===== src/hw/rtl/rfte_pkg.sv =====
`default_nettype none

package rfte_pkg;

    localparam int ID_BITS   = 6;
    localparam int MAX_SITES = 16;

    localparam int SITE_W   = $clog2(MAX_SITES);
    localparam int ACT_W    = 5;
    localparam int FINGER_W = 3;

    localparam logic CMD_LOAD  = 1'b0;
    localparam logic CMD_QUERY = 1'b1;

    typedef struct packed {
        logic                cmd;
        logic [SITE_W-1:0]   site_index;
        logic [ID_BITS-1:0]  ring_id;
    } req_word_t;

    typedef struct packed {
        logic [SITE_W-1:0]   node_index;
        logic [FINGER_W-1:0] finger_number;
        logic [ID_BITS-1:0]  finger_id;
        logic                bad_query;
        logic                last;
    } rsp_word_t;

endpackage

`default_nettype wire


===== src/hw/rtl/ring_finger_table_engine.sv =====
// load word: no result, next word accepted the cycle after
// query word with n active sites: the own id is read first, then per finger the n
//   entries of the id table are scanned and the result is held in the output state;
//   the pace is set by the single read port of the id table;
//   a bad query gives its one result in the cycle after acceptance
// reset (async, active low): sequencer idle, no result pending, active_sites = 16
`default_nettype none

module ring_finger_table_engine (
    input  wire logic                     clk,
    input  wire logic                     rst_n,
    input  wire logic                     cfg_wr_en,
    input  wire logic [rfte_pkg::ACT_W-1:0] cfg_wr_data,
    input  wire logic                     req_valid,
    output logic                          req_stall,
    input  wire rfte_pkg::req_word_t      req,
    output logic                          rsp_valid,
    input  wire logic                     rsp_stall,
    output rfte_pkg::rsp_word_t           rsp
);

    typedef enum logic [1:0] {ST_IDLE, ST_OWN, ST_SCAN, ST_OUT} state_t;

    localparam int SW = rfte_pkg::SITE_W;
    localparam int IW = rfte_pkg::ID_BITS;
    localparam int FW = rfte_pkg::FINGER_W;
    localparam int AW = rfte_pkg::ACT_W;

    state_t              state_reg, state_next;
    logic [AW-1:0]       active_reg, active_next;
    logic                rsp_valid_reg, rsp_valid_next;
    rfte_pkg::rsp_word_t rsp_reg, rsp_next;
    logic [SW-1:0]       site_reg, site_next;
    logic [IW-1:0]       own_reg, own_next;
    logic [FW-1:0]       finger_reg, finger_next;
    logic [SW-1:0]       k_reg, k_next;
    logic [IW-1:0]       low_reg, low_next;
    logic [IW-1:0]       best_reg, best_next;
    logic                found_reg, found_next;

    logic [AW-1:0] live_n;
    logic [SW-1:0] last_k;
    logic [IW-1:0] target;
    logic [IW-1:0] rd_data;
    logic [SW-1:0] rd_addr;
    logic          wr_en;
    logic          accept;
    logic          first, found_eff, hit;
    logic [IW-1:0] low_c, best_c;
    logic          found_c;

    assign accept    = req_valid && !req_stall;
    assign req_stall = (state_reg != ST_IDLE);
    assign rsp_valid = rsp_valid_reg;
    assign rsp       = rsp_reg;

    // active count clipped to the table size
    assign live_n = (active_reg > AW'(rfte_pkg::MAX_SITES)) ? AW'(rfte_pkg::MAX_SITES)
                                                           : active_reg;
    assign last_k = SW'(live_n - AW'(1));
    assign target = own_reg + (IW'(1) << finger_reg);
    assign wr_en  = accept && (req.cmd == rfte_pkg::CMD_LOAD);

    rfte_ram #(
        .WIDTH (IW),
        .DEPTH (rfte_pkg::MAX_SITES)
    ) u_id_table (
        .clk     (clk),
        .wr_en   (wr_en),
        .wr_addr (req.site_index),
        .wr_data (req.ring_id),
        .rd_addr (rd_addr),
        .rd_data (rd_data)
    );

    // shared compare unit: one table entry per cycle in the scan state
    always_comb
    begin
        first     = (k_reg == '0);
        found_eff = !first && found_reg;
        hit       = (rd_data >= target);
        low_c     = (first || rd_data < low_reg) ? rd_data : low_reg;
        best_c    = (hit && (!found_eff || rd_data < best_reg)) ? rd_data : best_reg;
        found_c   = found_eff || hit;
    end

    always_comb
    begin
        state_next     = state_reg;
        active_next    = active_reg;
        rsp_valid_next = rsp_valid_reg;
        rsp_next       = rsp_reg;
        site_next      = site_reg;
        own_next       = own_reg;
        finger_next    = finger_reg;
        k_next         = k_reg;
        low_next       = low_reg;
        best_next      = best_reg;
        found_next     = found_reg;
        rd_addr        = '0;

        if (cfg_wr_en)
        begin
            active_next = cfg_wr_data;
        end

        unique case (state_reg)
            ST_IDLE:
            begin
                rd_addr = req.site_index;
                if (accept && req.cmd == rfte_pkg::CMD_QUERY)
                begin
                    site_next = req.site_index;
                    if (AW'(req.site_index) >= live_n)
                    begin
                        rsp_next.node_index    = req.site_index;
                        rsp_next.finger_number = '0;
                        rsp_next.finger_id     = '0;
                        rsp_next.bad_query     = 1'b1;
                        rsp_next.last          = 1'b1;
                        rsp_valid_next         = 1'b1;
                        state_next             = ST_OUT;
                    end
                    else
                    begin
                        state_next = ST_OWN;
                    end
                end
            end
            ST_OWN:
            begin
                // own id is on the read port, entry 0 is being fetched
                own_next    = rd_data;
                finger_next = '0;
                k_next      = '0;
                state_next  = ST_SCAN;
            end
            ST_SCAN:
            begin
                rd_addr    = k_reg + SW'(1);
                low_next   = low_c;
                best_next  = best_c;
                found_next = found_c;
                k_next     = k_reg + SW'(1);
                if (k_reg == last_k)
                begin
                    rsp_next.node_index    = site_reg;
                    rsp_next.finger_number = finger_reg;
                    rsp_next.finger_id     = found_c ? best_c : low_c;
                    rsp_next.bad_query     = 1'b0;
                    rsp_next.last          = (finger_reg == FW'(IW - 1));
                    rsp_valid_next         = 1'b1;
                    state_next             = ST_OUT;
                end
            end
            ST_OUT:
            begin
                // entry 0 stays on the read port for the next finger
                if (!rsp_stall)
                begin
                    rsp_valid_next = 1'b0;
                    if (rsp_reg.last)
                    begin
                        state_next = ST_IDLE;
                    end
                    else
                    begin
                        finger_next = finger_reg + FW'(1);
                        k_next      = '0;
                        state_next  = ST_SCAN;
                    end
                end
            end
            default:
            begin
                state_next = ST_IDLE;
            end
        endcase
    end

    always_ff @(posedge clk or negedge rst_n)
    begin
        if (!rst_n)
        begin
            state_reg     <= ST_IDLE;
            active_reg    <= AW'(rfte_pkg::MAX_SITES);
            rsp_valid_reg <= 1'b0;
            rsp_reg       <= '0;
        end
        else
        begin
            state_reg     <= state_next;
            active_reg    <= active_next;
            rsp_valid_reg <= rsp_valid_next;
            rsp_reg       <= rsp_next;
        end
    end

    always_ff @(posedge clk)
    begin
        site_reg   <= site_next;
        own_reg    <= own_next;
        finger_reg <= finger_next;
        k_reg      <= k_next;
        low_reg    <= low_next;
        best_reg   <= best_next;
        found_reg  <= found_next;
    end

endmodule

`default_nettype wire


===== src/hw/rtl/rfte_ram.sv =====
`default_nettype none

module rfte_ram #(
    parameter int WIDTH = 8,
    parameter int DEPTH = 16
) (
    input  wire logic                     clk,
    input  wire logic                     wr_en,
    input  wire logic [$clog2(DEPTH)-1:0] wr_addr,
    input  wire logic [WIDTH-1:0]         wr_data,
    input  wire logic [$clog2(DEPTH)-1:0] rd_addr,
    output logic      [WIDTH-1:0]         rd_data
);

    logic [WIDTH-1:0] mem [DEPTH];

    always_ff @(posedge clk)
    begin
        if (wr_en)
        begin
            mem[wr_addr] <= wr_data;
        end
        rd_data <= mem[rd_addr];
    end

endmodule

`default_nettype wire


===== config.mk =====
export PLATFORM = sky130hd
export DESIGN_NAME = ring_finger_table_engine
export DESIGN_NICKNAME = d
export VERILOG_FILES = /design/src/hw/rtl/rfte_pkg.sv /design/src/hw/rtl/ring_finger_table_engine.sv /design/src/hw/rtl/rfte_ram.sv
export SDC_FILE = /design/constraint.sdc
export NUM_CORES = 1
export LEC_CHECK = 0
export BUFFER_PORTS_ARGS = -buffer_cell sky130_fd_sc_hd__clkbuf_2
export CAP_MARGIN = 20
export CELL_PAD_IN_SITES_DETAIL_PLACEMENT = 1
export CELL_PAD_IN_SITES_GLOBAL_PLACEMENT = 1
export CORE_MARGIN = 2
export CORE_UTILIZATION = 45
export CTS_BUF_LIST = sky130_fd_sc_hd__clkbuf_8
export DETAILED_ROUTE_END_ITERATION = 7
export PLACE_DENSITY_LB_ADDON = 0.15
export RECOVER_POWER = 50
export SLEW_MARGIN = 5
export SYNTH_ARGS = -nofsm -noshare
export SYNTH_HDL_FRONTEND = slang
export SYNTH_SLANG_ARGS = --single-unit

===== constraint.sdc =====
create_clock -name clk -period 3.7 [get_ports clk]
set_clock_uncertainty 0.15 [all_clocks]
set_input_delay 0.185 -clock clk [delete_from_list [all_inputs] [get_ports clk]]
set_output_delay 0.185 -clock clk [all_outputs]
set_load 0.01 [all_outputs]

==> summary.md, run 1 <==
| Metric | Value |
|---|---|
| Status | `complete, no violations` |
| Multi-input combinational cell area | `2487 um2` |
| Area grow syn2layout | `16.87%` |
| Max reg flops | `96` |
| Die footprint | `16,760 um2` |
| Largest net degree at the start of global routing | `24` |
| CTS sink count | `155` |
| Slowest-stage cell, CP | `edfxtp_1` |
| Iteration-0 DRC Markers | `209` |
| Maxcap violations | `0` |
| Final setup vio count | `0` |
| Count leader, synth | `edfxtp_1` |
| Synth cell count leaders | `126 x edfxtp_1, 33 x ha_1, 30 x inv_1` |
| ANT nets after route | `0` |
| Drt total wl | `15.73 mm` |
| Synth Net Count | `519` |
| Post-synthesis async set-or-reset flop share | `0.1484` |
| Sequential-to-total area share from yosys stat | `0.6326` |
| Syn_area_per_cell | `15.27 um2` |
| Tcrit/Tclk final | `0.9775` |
| Worst-path cell chain | `buf_4, ha_2, nand2_2, inv_1, ha_1, a21o_1, a21oi_2, o21bai_1, a21oi_1, xnor2_1, ha_1, o21a_1, a21oi_2, o21a_2, nand2_2, o32a_2, a32o_1` |
| Met1 WL | `7.102 mm` |
| Crit path DAT | `3.81 ns` |
| Num CTS Buffers | `17` |
| WL met3 | `474 um` |
| # DRC | `0` |
| EDFF count, synth | `126` |
| Metal2 WL | `7.927 mm` |
| DR top layer | `met4` |
| Relative slew slack | `0.06806` |
| Gr usage total | `0.2004` |
| CTS root buffer | `clkbuf_8` |
| Min-delay worst type | `input port to register` |
| Worst slew pin tran | `1.398 ns` |
| Crit path required time | `3.89 ns` |
| Initial Util | `0.4625` |
| Register Area | `4481 um2` |
| Sw Ratio | `0.3584` |
| Die span in x | `129.5 um` |
| # nets final | `599` |
| Via count | `4,110` |
| Setup CP Type | `register to register` |
| Final hold vios | `0` |
| Critical-path maximum fanout | `3` |
| Antenna cell count | `0` |
| First-pass GRT wire length | `24.66 mm` |
| Tmin final | `3.617 ns` |
| P_int | `4.406 mW` |
| Core area | `15,310 um2` |
| Die Span Y | `129.5 um` |
| Hold Slack | `0.1176 ns` |
| CTS tree | `done` |
| Reg power frac | `0.369` |
| Vias in the first global route | `4,447` |
| Power Dens Cells | `829.6 nW/um2` |
| Clock transition at the registers of the reported paths | `0.08 ns` |
| FILL cells | `1,527` |
| # H-tree levels | `4` |
| Post-synthesis register bit count | `155` |
| Drt wl/cell | `20.48 um` |
| Share of the synthesized area in the top cell type | `0.5342` |
| Cell area after synthesis | `7083 um2` |
| Max-slew violation count | `0` |
| Clock network fraction of total power | `0.201` |
| Critical path startpoint category | `register` |
| Finished Cell Area | `8278 um2` |
| Final core occ | `0.5405` |
| CTS max path bufs | `2` |
| Worst Setup End Kind | `register` |
| Ranking of synthesized cells by area | `edfxtp_1 53%, dfrtp_1 7.8%, mux4_2 7.6%, ha_1 5.8%, mux2i_1 3.0%` |
| RePlAce Congestion | `0.8203` |
| Synthesis Warnings | `0` |
| Leakage power | `3.136 nW` |
| Pre-Repair DR Iteration Count | `4` |
| Post-DP HPWL | `10.95 mm` |
| Logic pwr share | `0.431` |
| IO Count | `38` |
| Mapped Cells | `464` |
| Grt total ovfl | `0` |
| Setup TNS | `0 ns` |
| Dpl cell area | `7561 um2` |
| Worst vdd rail ir drop | `333.2 uV` |
| CP peak stage delay | `0.45 ns` |
| Initial antenna violation count | `0` |
| Top FF cell, synth | `edfxtp_1` |
| Switching power | `2.462 mW` |
| Tot Pwr | `6.867 mW` |
| Unique masters post-synth | `56` |
| Max Fclk | `276.5 MHz` |
| Worst skew pair latency | `0.45 ns` |
| Port bufs | `37` |
| Vias/cell | `5.352` |
| FP Rows | `45` |
| Synth area leader | `edfxtp_1` |
| Layout cells sized above 1 | `0.2549` |
## power by group through the flow
stage | Clock, mW | Combinational [mW] | Sequential [mW]
3_3_place_gp | 0 | 2.79 | 2.55
5_1_grt | 1.47 | 3.27 | 2.57
4_1_cts | 1.40 | 2.95 | 2.53
2_1_floorplan | 0 | 2.11 | 2.47
6_report | 1.38 | 2.96 | 2.53
3_5_place_dp | 0 | 2.89 | 2.57
## critical path: cells and delay by family, from the launching register on
family | cells | cell delay, ns
AND/OR/NAND/NOR | 2 | 0.14
XOR/XNOR | 1 | 0.10
AO/OA/AOI/OAI | 9 | 1.66
buffers and inverters | 2 | 0.21
adder cells (fa/ha/maj) | 3 | 0.81
flip-flops | 1 | 0.45
## metal layers
metal | up-vias | GRT usage
met5 | - | 0
met4 | 0 | 0.06705
met3 | 19 | 0.03344
met2 | 68 | 0.3402
met1 | 2102 | 0.2643
li1 | 1921 | -
## cells by family (layout without fill, tap and decap cells)
kind of cell,Yosys count,in the layout,synth area share
flip-flops,155,155,0.6326
adder cells (fa/ha/maj),34,34,0.06112
AND/OR/NAND/NOR,93,93,0.06271
multiplexers,58,58,0.1267
XOR/XNOR,11,11,0.01360
AO/OA/AOI/OAI,69,69,0.07543
buffers and inverters,44,137,0.02791
## metrics by stage
| step | cells | setup slack (ns) |
|---|---|---|
| final | 768 | 0.08307 |
| after floorplan | 464 | 0.2807 |
| after detailed placement | 711 | -0.04870 |
| after global placement | 711 | 0.2059 |
| after global routing | 768 | -0.01393 |
| after CTS | 762 | 0.03238 |
## area by class of cell
| cell class | instances | area share |
|---|---|---|
| timing repair buffer | 74 | 0.06061 |
| clock inverter | 15 | 0.02343 |
| sequential | 155 | 0.5413 |
| multi-input combinational | 265 | 0.3005 |
| tap | 211 | 0.03189 |
| inverter | 31 | 0.01406 |
| clock buffer | 17 | 0.02826 |
## cell usage in the layout, fill, tap and decap left out, drive strengths merged, types with 8 or more instances in the layout
cell and n:
nand2 28, inv 36, nor2 28, buf 21, mux2i 21, dlygate4sd3 16, ha 33, mux4 24
mux2 13, clkbuf 54, a21oi 10, edfxtp 126, dfrtp 22, o21ai 15, a21o 9, nand2b 8
## path summary, 6_finish.rpt
| path | start | end | slack [ns] | depth (start not counted) |
|---|---|---|---|---|
| max | finger_reg[0] | rsp[7] | 0.08 | 17 |
| min | req[8] | site_reg[2] | 0.12 | 1 |
| max reg2reg | finger_reg[0] | rsp[7] | 0.08 | 17 |
| min reg2reg | rsp[9] | rsp[9] | 0.35 | 1 |
| max in group asynchronous | rst_n | rsp[4] | 2.14 | 2 |
| min in group asynchronous | rst_n | active_reg[3] | 0.42 | 2 |
## timing repair
action	CTS	global route
endpoints found under the setup margin	2	12
hold buffers	16	0
gates resized for setup	2	19
hold endpoints to repair	33	0
setup buffers	3	6
pin swaps	0	7
Power figures use the tool's default switching activity.
==> run 2: changes to the inputs <==
--- a/config.mk
+++ b/config.mk
@@ -13,8 +13,9 @@
 export CORE_UTILIZATION = 45
 export CTS_BUF_LIST = sky130_fd_sc_hd__clkbuf_8
 export DETAILED_ROUTE_END_ITERATION = 7
-export PLACE_DENSITY_LB_ADDON = 0.15
+export PLACE_DENSITY = 0.73
 export RECOVER_POWER = 50
+export SKIP_LAST_GASP = 1
 export SLEW_MARGIN = 5
 export SYNTH_ARGS = -nofsm -noshare
 export SYNTH_HDL_FRONTEND = slang
==> summary.md, run 2 (same netlist as run 1, synthesis figures left out) <==
| Metric | Value |
|---|---|
| Worst-path cell chain | `inv_2, ha_4, nor2b_4, ha_4, inv_1, fa_2, inv_2, a21o_1, a21oi_2, xor2_1, ha_1, o21a_1, a21oi_1, o21a_1, nand2_1, o32a_2, a32o_1` |
| CP peak stage delay | `0.45 ns (about the same)` |
| Critical path startpoint category | `register` |
| Max reg flops | `96 (unchanged)` |
| Final Non-Filler Cells | `765 (-0.39%)` |
| Post-DP HPWL | `10.67 mm (-2.5%)` |
| Slowest-stage cell, CP | `edfxtp_1` |
| Grt total ovfl | `0 (unchanged)` |
| Via count | `4,102 (-0.19%)` |
| Initial antenna violation count | `0 (unchanged)` |
| Crit path required time | `3.91 ns (+0.02 ns)` |
| Hold Slack | `0.1087 ns (-0.008835 ns)` |
| Clock network fraction of total power | `0.194 (-0.007)` |
| Port bufs | `37 (unchanged)` |
| Crit-path leading delay family | `compound AO/OA/AOI/OAI gates` |
| Num CTS Buffers | `17 (unchanged)` |
| Vias in the first global route | `4,559 (+2.5%)` |
| Worst skew pair latency | `0.46 ns (about the same)` |
| Dpl cell area | `7541 um2 (-0.26%)` |
| Finished Cell Area | `8200 um2 (-0.94%)` |
| Drt wl/cell | `20.44 um (-0.17%)` |
| Reg power frac | `0.375 (+0.006)` |
| First-pass GRT wire length | `25.03 mm (+1.5%)` |
| Most common cell after layout, fill and taps aside | `edfxtp_1` |
| Layout cells sized above 1 | `0.2365 (-0.01848)` |
| Setup CP Type | `register to register` |
| Die span in x | `129.5 um (unchanged)` |
| RePlAce Congestion | `0.8348 (+1.8%)` |
| Max Fclk | `278.1 MHz (+0.60%)` |
| Max-slew violation count | `0 (unchanged)` |
| # H-tree levels | `4 (unchanged)` |
| Clock transition at the registers of the reported paths | `0.09 ns (about the same)` |
| CTS tree | `done` |
| Register Area | `4481 um2 (unchanged)` |
| ANT nets after route | `0 (unchanged)` |
| Die Span Y | `129.5 um (unchanged)` |
| Vias/cell | `5.362 (+0.20%)` |
| Area grow syn2layout | `15.77%` |
| Most frequent cells in the layout | `126 x edfxtp_1, 30 x inv_1, 30 x ha_1` |
| Final setup vio count | `0 (unchanged)` |
| CTS root buffer | `clkbuf_8` |
| Tcrit/Tclk final | `0.9717 (-0.005845)` |
| Leakage power | `3.098 nW (-1.2%)` |
| Drt total wl | `15.64 mm (-0.56%)` |
| Iteration-0 DRC Markers | `283 (+35%)` |
| CTS max path bufs | `2 (unchanged)` |
| Post-Place Worst Slack | `-0.07678 ns (-0.02808 ns)` |
| Tmin final | `3.595 ns (-0.02162 ns)` |
| Critical-path maximum fanout | `4 (+1)` |
| Gr usage total | `0.2055 (+0.005109)` |
| Die footprint | `16,760 um2 (unchanged)` |
| Tot Pwr | `6.677 mW (-2.8%)` |
| Relative slew slack | `0.06419 (-0.003870)` |
| CTS sink count | `155 (unchanged)` |
| # nets final | `596 (-0.50%)` |
| Final WS setup | `0.1047 ns (+0.02162 ns)` |
| Logic pwr share | `0.431 (about the same)` |
| Sw Ratio | `0.3627 (+0.004201)` |
| Largest net degree at the start of global routing | `25 (+4.2%)` |
| Core area | `15,310 um2 (unchanged)` |
| Crit path DAT | `3.81 ns (about the same)` |
| # DRC | `0 (unchanged)` |
| P_int | `4.256 mW (-3.4%)` |
| Placed Instances | `710 (-0.14%)` |
| Initial Util | `0.4625 (unchanged)` |
| Worst slew pin tran | `1.404 ns (+0.005805 ns)` |
| Antenna cell count | `0 (unchanged)` |
| Final core occ | `0.5355 (-0.005065)` |
| Power Dens Cells | `814.3 nW/um2 (-1.8%)` |
| Final hold vios | `0 (unchanged)` |
| Pre-Repair DR Iteration Count | `4 (unchanged)` |
| FP Rows | `45 (unchanged)` |
| Min-delay worst type | `input port to register` |
| Worst Setup End Kind | `register` |
| Switching power | `2.421 mW (-1.6%)` |
| Setup TNS | `0 ns (unchanged)` |
| Status | `complete, no violations` |
| FILL cells | `1,528 (+0.065%)` |
| IO Count | `38 (unchanged)` |
| Multi-input combinational cell area | `2465 um2 (-0.91%)` |
| Maxcap violations | `0 (unchanged)` |
| Worst vdd rail ir drop | `630.0 uV (+89%)` |
| Crit path buffers/inverters | `3 (+1)` |
-- run 2: changes by cell type in the layout (fill, tap and decap cells not counted), sizes merged --
cell | previous run | this run
clkinv | 4 | 3
clkbuf | 54 | 57
dlygate4sd3 | 16 | 19
bufinv | 4 | 2
buf | 21 | 14
inv | 36 | 37
-- run 2: what timing repair did --
| action | in CTS | in global routing |
|---|---|---|
| setup endpoints to repair | 4 | 12 |
| setup buffers | 1 | 3 |
| resized for setup | 1 | 14 |
| pin swaps | 0 | 8 |
| endpoints found under the hold margin | 36 | 0 |
| hold buffers | 19 | 0 |
-- run 2: path summary, 6_finish.rpt --
kind / from / end / slack, ns / cells past startpoint
max: finger_reg[0] / rsp[7] / 0.10 / 17
min: req_valid / site_reg[0] / 0.11 / 2
max reg2reg: finger_reg[0] / rsp[7] / 0.10 / 17
min reg2reg: rsp[5] / rsp[5] / 0.35 / 1
max in group asynchronous: rst_n / rsp[2] / 2.10 / 2
min in group asynchronous: rst_n / rsp[11] / 0.46 / 2
-- run 2: area by class of cell --
type / instances / area share
sequential: 155 / 0.5464
multi-input combinational: 265 / 0.3006
timing repair buffer: 71 / 0.05737
tap: 211 / 0.03219
clock buffer: 19 / 0.03189
clock inverter: 13 / 0.01739
inverter: 31 / 0.01419
-- run 2: per-layer routing --
layer | up-vias | track usage | part of all wire | wire length (um)
li1 | 1916 | - | - | -
met1 | 2091 | 0.2614 | 0.44 | 6863
met2 | 78 | 0.3471 | 0.51 | 7990
met3 | 17 | 0.05120 | 0.036 | 562
met4 | 0 | 0.06894 | 0.014 | 223
met5 | - | 0 | 0 | 0
-- run 2: power by group through the flow --
| stage | clock network (mW) | registers (mW) | logic [mW] |
|---|---|---|---|
| 2_1_floorplan | 0 | 2.47 | 2.11 |
| 3_3_place_gp | 0 | 2.53 | 2.76 |
| 3_5_place_dp | 0 | 2.54 | 2.86 |
| 4_1_cts | 1.32 | 2.51 | 2.91 |
| 5_1_grt | 1.40 | 2.54 | 3.20 |
| 6_report | 1.29 | 2.50 | 2.88 |
